### config.mk
export PLATFORM = sky130hd
export DESIGN_NAME = next_fft_size_finder_core
export DESIGN_NICKNAME = d
export VERILOG_FILES = /design/src/sv/nfsf_pkg.sv /design/src/sv/nfsf_ctrl.sv /design/src/sv/nfsf_dp.sv /design/src/sv/next_fft_size_finder_core.sv
export SDC_FILE = /design/constraint.sdc
export NUM_CORES = 1
export LEC_CHECK = 0
export ABC_AREA = 1
export BUFFER_PORTS_ARGS = -buffer_cell sky130_fd_sc_hd__buf_2
export CAP_MARGIN = 40
export CORE_UTILIZATION = 38
export DETAILED_ROUTE_END_ITERATION = 8
export PLACE_DENSITY = 0.65
export SLEW_MARGIN = 20
export SYNTH_ARGS = -nofsm -noshare
export SYNTH_HDL_FRONTEND = slang
export SYNTH_HIERARCHICAL = 1
export SYNTH_SLANG_ARGS = --single-unit
### constraint.sdc
create_clock -name clk -period 4.7 [get_ports clk]
set_input_delay 0.705 -clock clk [delete_from_list [all_inputs] [get_ports clk]]
set_output_delay 0.705 -clock clk [all_outputs]
set_load 0.005 [all_outputs]
### src/sv/nfsf_pkg.sv
// ----------------------------------------------------------------------------
// nfsf_pkg
// Types, constants and helpers shared by the next FFT size finder modules.
// ----------------------------------------------------------------------------
package nfsf_pkg;

	localparam int SIZE_BITS_DEF = 24;

	typedef enum logic [1:0] {
		ST_IDLE,
		ST_TEST_Q,
		ST_SHIFT,
		ST_DONE
	} state_t;

	typedef logic [1:0] radix_idx_t;

	localparam radix_idx_t RADIX_POW2 = 2'd0;
	localparam radix_idx_t RADIX_LAST = 2'd3;

	typedef struct packed {
		logic load;
		logic init_v;
		logic shift_v;
		logic take_best;
		logic mul_q;
		logic next_radix;
	} cmd_t;

	typedef struct packed {
		logic q_le_n;
		logic v_lt_n;
		logic pow2_pass;
		logic last_radix;
	} stat_t;

	// Odd radix used for each pass; the first pass is the pure power of two.
	function automatic logic [2:0] odd_radix(input radix_idx_t idx);
		logic [2:0] p;
		unique case (idx)
			2'd0:    p = 3'd1;
			2'd1:    p = 3'd3;
			2'd2:    p = 3'd5;
			default: p = 3'd7;
		endcase
		return p;
	endfunction

endpackage

### src/sv/nfsf_ctrl.sv
// ----------------------------------------------------------------------------
// nfsf_ctrl
// Sequencer that walks the odd parts and the doublings of the search.
// ----------------------------------------------------------------------------
module nfsf_ctrl (
	input  logic           clk,
	input  logic           arst_n,
	input  logic           start,
	input  nfsf_pkg::stat_t stat,
	output nfsf_pkg::cmd_t  cmd,
	output logic           busy,
	output logic           done
);
	import nfsf_pkg::*;

	state_t state_q;
	state_t state_d;

	always_ff @(posedge clk or negedge arst_n) begin
		if (!arst_n) begin
			state_q <= ST_IDLE;
		end else begin
			state_q <= state_d;
		end
	end

	always_comb begin
		state_d = state_q;
		unique case (state_q)
			ST_IDLE: begin
				if (start) begin
					state_d = ST_TEST_Q;
				end
			end
			ST_TEST_Q: begin
				if (stat.q_le_n) begin
					state_d = ST_SHIFT;
				end else if (stat.last_radix) begin
					state_d = ST_DONE;
				end
			end
			ST_SHIFT: begin
				if (!stat.v_lt_n) begin
					state_d = ST_TEST_Q;
				end
			end
			ST_DONE: begin
				state_d = ST_IDLE;
			end
			default: begin
				state_d = ST_IDLE;
			end
		endcase
	end

	always_comb begin
		cmd  = '0;
		busy = 1'b1;
		done = 1'b0;
		unique case (state_q)
			ST_IDLE: begin
				busy     = 1'b0;
				cmd.load = start;
			end
			ST_TEST_Q: begin
				cmd.init_v     = stat.q_le_n;
				cmd.next_radix = !stat.q_le_n && !stat.last_radix;
			end
			ST_SHIFT: begin
				cmd.shift_v    = stat.v_lt_n;
				cmd.take_best  = !stat.v_lt_n;
				cmd.next_radix = !stat.v_lt_n && stat.pow2_pass;
				cmd.mul_q      = !stat.v_lt_n && !stat.pow2_pass;
			end
			ST_DONE: begin
				done = 1'b1;
			end
			default: begin
				busy = 1'b1;
			end
		endcase
	end

endmodule

### src/sv/nfsf_dp.sv
// ----------------------------------------------------------------------------
// nfsf_dp
// Datapath holding the request, the odd part, the doubling candidate and
// the best size found so far.
// ----------------------------------------------------------------------------
module nfsf_dp #(
	parameter int SIZE_BITS = nfsf_pkg::SIZE_BITS_DEF
) (
	input  logic                 clk,
	input  nfsf_pkg::cmd_t        cmd,
	input  logic [SIZE_BITS-1:0] requested_size,
	output nfsf_pkg::stat_t       stat,
	output logic [SIZE_BITS:0]   fft_size
);
	import nfsf_pkg::*;

	localparam int QW = SIZE_BITS + 3;
	localparam int VW = SIZE_BITS + 1;

	logic [SIZE_BITS-1:0] n_q;
	logic [QW-1:0]        q_q;
	logic [VW-1:0]        v_q;
	logic [VW-1:0]        best_q;
	radix_idx_t           r_q;
	radix_idx_t           r_next;
	logic [QW-1:0]        q_low;
	logic [QW-1:0]        q_mul;

	assign r_next = r_q + radix_idx_t'(1);
	assign q_low  = QW'(q_q[SIZE_BITS-1:0]);

	always_comb begin
		unique case (odd_radix(r_q))
			3'd3:    q_mul = (q_low << 1) + q_low;
			3'd5:    q_mul = (q_low << 2) + q_low;
			3'd7:    q_mul = (q_low << 3) - q_low;
			default: q_mul = q_low;
		endcase
	end

	always_ff @(posedge clk) begin
		if (cmd.load) begin
			n_q    <= (requested_size == '0) ? SIZE_BITS'(1) : requested_size;
			q_q    <= QW'(1);
			r_q    <= RADIX_POW2;
			best_q <= '1;
		end else begin
			if (cmd.init_v) begin
				v_q <= {q_q[SIZE_BITS-1:0], 1'b0};
			end
			if (cmd.shift_v) begin
				v_q <= {v_q[VW-2:0], 1'b0};
			end
			if (cmd.take_best && (v_q < best_q)) begin
				best_q <= v_q;
			end
			if (cmd.mul_q) begin
				q_q <= q_mul;
			end
			if (cmd.next_radix) begin
				r_q <= r_next;
				q_q <= QW'(odd_radix(r_next));
			end
		end
	end

	assign stat.q_le_n     = q_q <= QW'(n_q);
	assign stat.v_lt_n     = v_q < VW'(n_q);
	assign stat.pow2_pass  = r_q == RADIX_POW2;
	assign stat.last_radix = r_q == RADIX_LAST;
	assign fft_size        = best_q;

endmodule

### src/sv/next_fft_size_finder_core.sv
// ----------------------------------------------------------------------------
// next_fft_size_finder_core
// Finds the smallest even transform length, at least the request, of the
// form 2^a * p^b with p one of 3, 5 or 7.
// ----------------------------------------------------------------------------
// A request is taken at a rising edge where start is high and busy is low;
// a request of zero is treated as one. Busy then stays high while the search
// runs and no new request is taken.
// The search visits the pure power of two and every odd part 3^b, 5^b and
// 7^b not above the request, and for each one doubles a candidate once per
// cycle until it reaches the request. One shifter and comparator do all the
// doubling.
// The result appears on fft_size for exactly one cycle with done high and
// must be taken in that cycle, since the receiver cannot stall the block.
// Busy falls in the cycle after done, so requests are handled one at a time.
// Reset clears the sequencer to idle; no result is pending after reset.
// ----------------------------------------------------------------------------
module next_fft_size_finder_core #(
	parameter int SIZE_BITS = nfsf_pkg::SIZE_BITS_DEF
) (
	input  logic                 clk,
	input  logic                 arst_n,
	input  logic                 start,
	output logic                 busy,
	input  logic [SIZE_BITS-1:0] requested_size,
	output logic                 done,
	output logic [SIZE_BITS:0]   fft_size
);
	import nfsf_pkg::*;

	cmd_t  cmd;
	stat_t stat;

	nfsf_ctrl u_ctrl (
		.clk    (clk),
		.arst_n (arst_n),
		.start  (start),
		.stat   (stat),
		.cmd    (cmd),
		.busy   (busy),
		.done   (done)
	);

	nfsf_dp #(
		.SIZE_BITS (SIZE_BITS)
	) u_dp (
		.clk            (clk),
		.cmd            (cmd),
		.requested_size (requested_size),
		.stat           (stat),
		.fft_size       (fft_size)
	);

endmodule

-- After elaboration in Yosys (flattened, before gate mapping)
Index checks and enable logic that the tools add are counted.
- register bits after elaboration: 104
- word-level logic and storage cells: 70
- output and inout port bits: 27
- add/sub/neg operators: 4
- eq/ne operators: 14
- magnitude comparators: 3
- reductions and logical operators: 21
- mux-type cells: 18
- bitwise logic cells: 1
- operator list (kind ; number):
    27-bit case mux with 3 select lines ; 1
    25-bit two-way mux ; 2
    26-bit by 24-bit adder with 27-bit output ; 1
    27-bit by 24-bit less-or-equal comparator with 1-bit output ; 1
    27-bit by 24-bit subtractor with 27-bit output ; 1
    25-bit by 24-bit adder with 26-bit output ; 1
    25-bit by 24-bit less-than comparator with 1-bit output ; 1
    25-bit less-than comparator ; 1
    24-bit zero test ; 1
    3-bit case mux with 3 select lines ; 2
    2-bit == test, second input constant ; 5
    3-bit two-way mux ; 3
    2-bit two-way mux ; 4
    2-bit case mux with 4 select lines ; 1
    2-bit by 1-bit == test with 1-bit output, second input constant ; 3
    3-bit == test, second input constant ; 2
    2-bit zero test ; 3
    2-bit AND reduction ; 3
    1-bit logical AND ; 4
    1-bit zero test ; 4
    1-bit two-way mux ; 4
    2-bit inequality test, second input constant ; 2
    2-bit nonzero test ; 2
    4-bit nonzero test ; 1
    other kinds (8) ; 8

-- Depth between registers and ports, before layout
- word-level depth: 6
- gate-level depth with buffers: 18
- gate-level depth less buffers: 17

-- By module
Netlist, hierarchy kept.
- modules (own cells, without submodules) (module ; area each (sq um) ; cells each ; times used ; sequential area each (sq um)):
    nfsf_dp ; 10563.9 ; 1629 ; 1 ; 2522.4
    nfsf_ctrl ; 257.7 ; 40 ; 1 ; 50.0

-- Least setup slack after synthesis
Ideal clock, no wire load.
- path kind: flip-flop to flip-flop
- start point: register u_dp.v_q[12]
- end point: register u_dp.v_q[10], enable pin
- arrival time: 2.916 ns
- path buffers: 1
- slack: 1.379 ns
- cell stages (with the launch flop): 13
- library setup time: 0.405 ns
- required time: 4.295 ns
- cells stage by stage: edfxtp_1 ha_1 a21oi_1 o21a_1 o221ai_1 nand2_1 nand2_1 a31oi_1 nand2_2 inv_2 clkbuf_1 nor2_1 nor2_1
- RTL lines (item ; line ; RTL):
    from (decl) ; nfsf_dp.sv:22 ; logic [VW-1:0] v_q;
    from (signal assigned) ; nfsf_dp.sv:49 ; v_q <= {q_q[SIZE_BITS-1:0], 1'b0};
    from (signal assigned) ; nfsf_dp.sv:52 ; v_q <= {v_q[VW-2:0], 1'b0};

==> qor.yml <==
run_status:
  outcome: "finished, final reports clean"
run:
  drv_cap: 0
clocking:
  clock_latency_ns: 0.36
  cts_buffers: 9
  clk_pin_slew_ns: 0.08
  root_buffer: "clkbuf_16"
  cts_resized: 0
  cts_setup_buffers: 0
  clock_path_buffers: 2
  cts_max_level: 3
  cts_tree: "built"
  cts_hold_repair.buffers: 0
  cts.sinks: 104
sta:
  finalHoldViolations: 0
  fin_crit_ns: 3.71
  worst_pin_slew_ns: 0.840
  drv_slew: 0
  setup_violations: 0
  finalCritPeriodShare_pct: 79.0
  clock.fmax_mhz: 269
  setup_tns_ns: 0
  fin_ws_ns: 0.989
  skew_ns: 0.00896
  slew_headroom_pct: 44.0
  rsz0062_at_grt: "no"
logic_synthesis:
  synth.cell_area_sq_um: 10800
  syn_inst: 1669
  yosys.area.top_type: "ha_1"
  seq_area_frac_synth_pct: 23.8
  ys.flop_type: "dfxtp_1"
  ys_async_sr_fraction_pct: 1.92
  synth.distinct_cells: 56
  ys.warnings.count: 6
  synthesis.nets: 1849
  netlist.area_leader.share_pct: 17.5
  ys_seq_elements: 104
  synth_edf_count: 48
  synthTopCellsByArea: "ha_1 (17%), nand2_1 (16%), edfxtp_1 (13%), dfxtp_1 (10%), inv_1 (8.2%)"
  avgSynthCellArea_sq_um: 6.48
final_layout:
  multi_input_area_sq_um: 7110
  nets: 1871
  final_cell_mix: "nand2_1 (464), inv_1 (237), ha_1 (151)"
  drive_above_1_share_pct: 7.61
  seqCellArea_sq_um: 2570
  final_area_sq_um: 11800
  final_cells: 2074
  antenna-diode-count: 0
  mostFrequentLayoutCell: "nand2_1"
  syn2layout_area_growth_pct: 8.66
  fillerInstances: 2977
power_and_ir_drop:
  peakVddDrop_mv: 0.269
  power_w: 0.00731
  powerDensity_nw_per_um2: 622
  seq_power_share_pct: 23.0
  p_int_w: 0.00337
  power_frac_clock_pct: 11.2
  p_sw_share_pct: 53.8
  comb_power_share_pct: 65.8
  power.leakage_nw: 6.11
  p_sw_w: 0.00394
critical_path:
  cp_max_fo: 24
  crit_slowest_cell: "nor2_2"
  cp_data_required_time_ns: 4.95
  start_kind: "flip-flop"
  crit_family: "simple AND/OR/NAND/NOR gates"
  crit_path_end_kind: "flip-flop"
  cp_cell_sequence: "ha_1 > inv_1 > nor3_1 > nor3b_1 > nand2_1 > nand2_1 > a31oi_1 > nor3_1 > inv_1 > nor2_2 > buf_4 > o21ai_1 > nor2_1 > nor2_1"
  cp_data_arrival_time_ns: 3.96
  critPathMaxStageDelay_ns: 0.57
  crit_type: "reg -> reg"
  crit_buf_inv: 3
floorplanning:
  die_w_um: 171
  rows: 61
  chipHeight_um: 171
  initial_core_util_pct: 38.7
  core_sq_um: 27900
  ios: 54
  dieArea_sq_um: 29200
place:
  hpwl_um: 26400
  dpl_worst_slack_ns: 0.979
  dpl_cell_area_sq_um: 11400
  port_buffers: 53
  numPlacedInstances: 2058
  finalWeightedCongestion: 0.942
global_routing:
  grt_max_degree: 50
  grtUsageMet2_pct: 39.3
  grt_usage_pct: 22.7
  antenna_found_initial: 0
  grtUsageMet1_pct: 30.1
  gr-total-overflow: 0
  grt.busiest_layer: "met2"
  use_met3_pct: 1.99
  grt_pass1_wl_um: 51900
  grt_pass1_vias: 10214
detailed_routing:
  vias: 10900
  drtAntennaViolNets: 0
  vias_per_cell: 5.26
  wirelength_um: 32500
  drt_iter0_drc: 803
  drcViolationCount: 0
  dr.pass1.iters: 5
  wl_per_cell_um: 15.7
worst_hold_path:
  worstHoldPathType: "in -> async"
==> power groups by stage <==
stage | Combinational (W) | Clock (W) | Sequential [W]
after global placement | 0.00465 | 0 | 0.00167
after detailed placement | 0.00475 | 0 | 0.00169
after global routing | 0.00547 | 0.000862 | 0.00172
after floorplan | 0.00358 | 0 | 0.00158
final | 0.00481 | 0.000816 | 0.00168
after CTS | 0.00477 | 0.000837 | 0.00167
==> sequential cells by signal, summed over array words and instances, names as in the netlist <==
name	count
u_ctrl/state_q	2
u_dp/fft_size	25
u_dp/n_q	24
u_dp/q_q	27
u_dp/r_q	2
u_dp/v_q	24
==> worst register-to-register path, cell delays in order (launching register included) <==
cell and delay (ns):
edfxtp_1 0.45, ha_1 0.30, inv_1 0.05, nor3_1 0.23, nor3b_1 0.42, nand2_1 0.10
nand2_1 0.09, a31oi_1 0.08, nor3_1 0.43, inv_1 0.23, nor2_2 0.57, buf_4 0.37
o21ai_1 0.13, nor2_1 0.11, nor2_1 0.04
==> path summary, 6_finish.rpt <==
path	endpoint	depth (start not counted)	start	slack, ns
worst max register to register	u_dp/q_q[16]	14	u_dp/v_q[23]	0.99
worst min register to register	u_dp/q_q[24]	2	u_dp/q_q[24]	0.47
worst min-delay path	u_ctrl/state_q[1]	1	arst_n	0.11
worst max-delay path	u_dp/q_q[16]	14	u_dp/v_q[23]	0.99
max in group asynchronous	u_ctrl/state_q[0]	1	arst_n	4.49
min in group clk	u_dp/q_q[24]	2	u_dp/q_q[24]	0.47
==> synth_stat cells, types with 3 or more instances <==
cell / number
nand2_1: 464
o21ai_0: 79
a31oi_1: 9
or2_1: 3
ha_1: 151
nor4_1: 7
clkinv_1: 6
nor2_1: 136
o21bai_1: 10
xnor2_1: 3
a21oi_1: 120
o21a_1: 4
nand3b_1: 8
buf_1: 3
nand4_1: 44
o211ai_1: 4
buf_2: 8
edfxtp_1: 48
nand2_2: 14
nand3_1: 116
nor2_2: 6
or2_2: 8
a21oi_2: 3
inv_1: 237
nor3_1: 21
o21ai_1: 17
o2111ai_1: 4
clkbuf_1: 38
inv_2: 6
dfxtp_1: 54
==> cell type report <==
cell class / count / share of cell area, %
multi-input cells: 1265 / 60.5
flip-flops and latches: 104 / 21.9
inverters: 249 / 7.95
well taps: 378 / 4.02
repair buffers: 62 / 3.00
clock buffers: 9 / 1.92
clock inverters: 7 / 0.766
==> kinds of logic after synthesis <==
| group | count (synthesis) | synth area share (%) |
|---|---|---|
| buffers and inverters | 300 | 10.6 |
| adder cells (fa/ha/maj) | 153 | 17.8 |
| AND/OR/NAND/NOR | 841 | 33.7 |
| AO/OA/AOI/OAI | 267 | 13.8 |
| XOR/XNOR | 4 | 0.324 |
| flip-flops | 104 | 23.8 |
==> metal layers <==
layer | share of wire (%) | vias to the layer above
met5 | 0 | -
met3 | 4.5 | 38
met1 | 47 | 5010
met4 | 1.6 | 0
met2 | 47 | 284
li1 | - | 5568
==> through the flow <==
| stage | hold WS [ns] | utilization, % |
|---|---|---|
| floorplan | 0.409 | - |
| global placement | 0.457 | 40.8 |
| detailed placement | 0.462 | 41.0 |
| CTS | 0.100 | 42.1 |
| global route | 0.106 | 42.1 |
| finish | 0.115 | 42.1 |
Note: power is estimated with default switching activity, not from simulation.
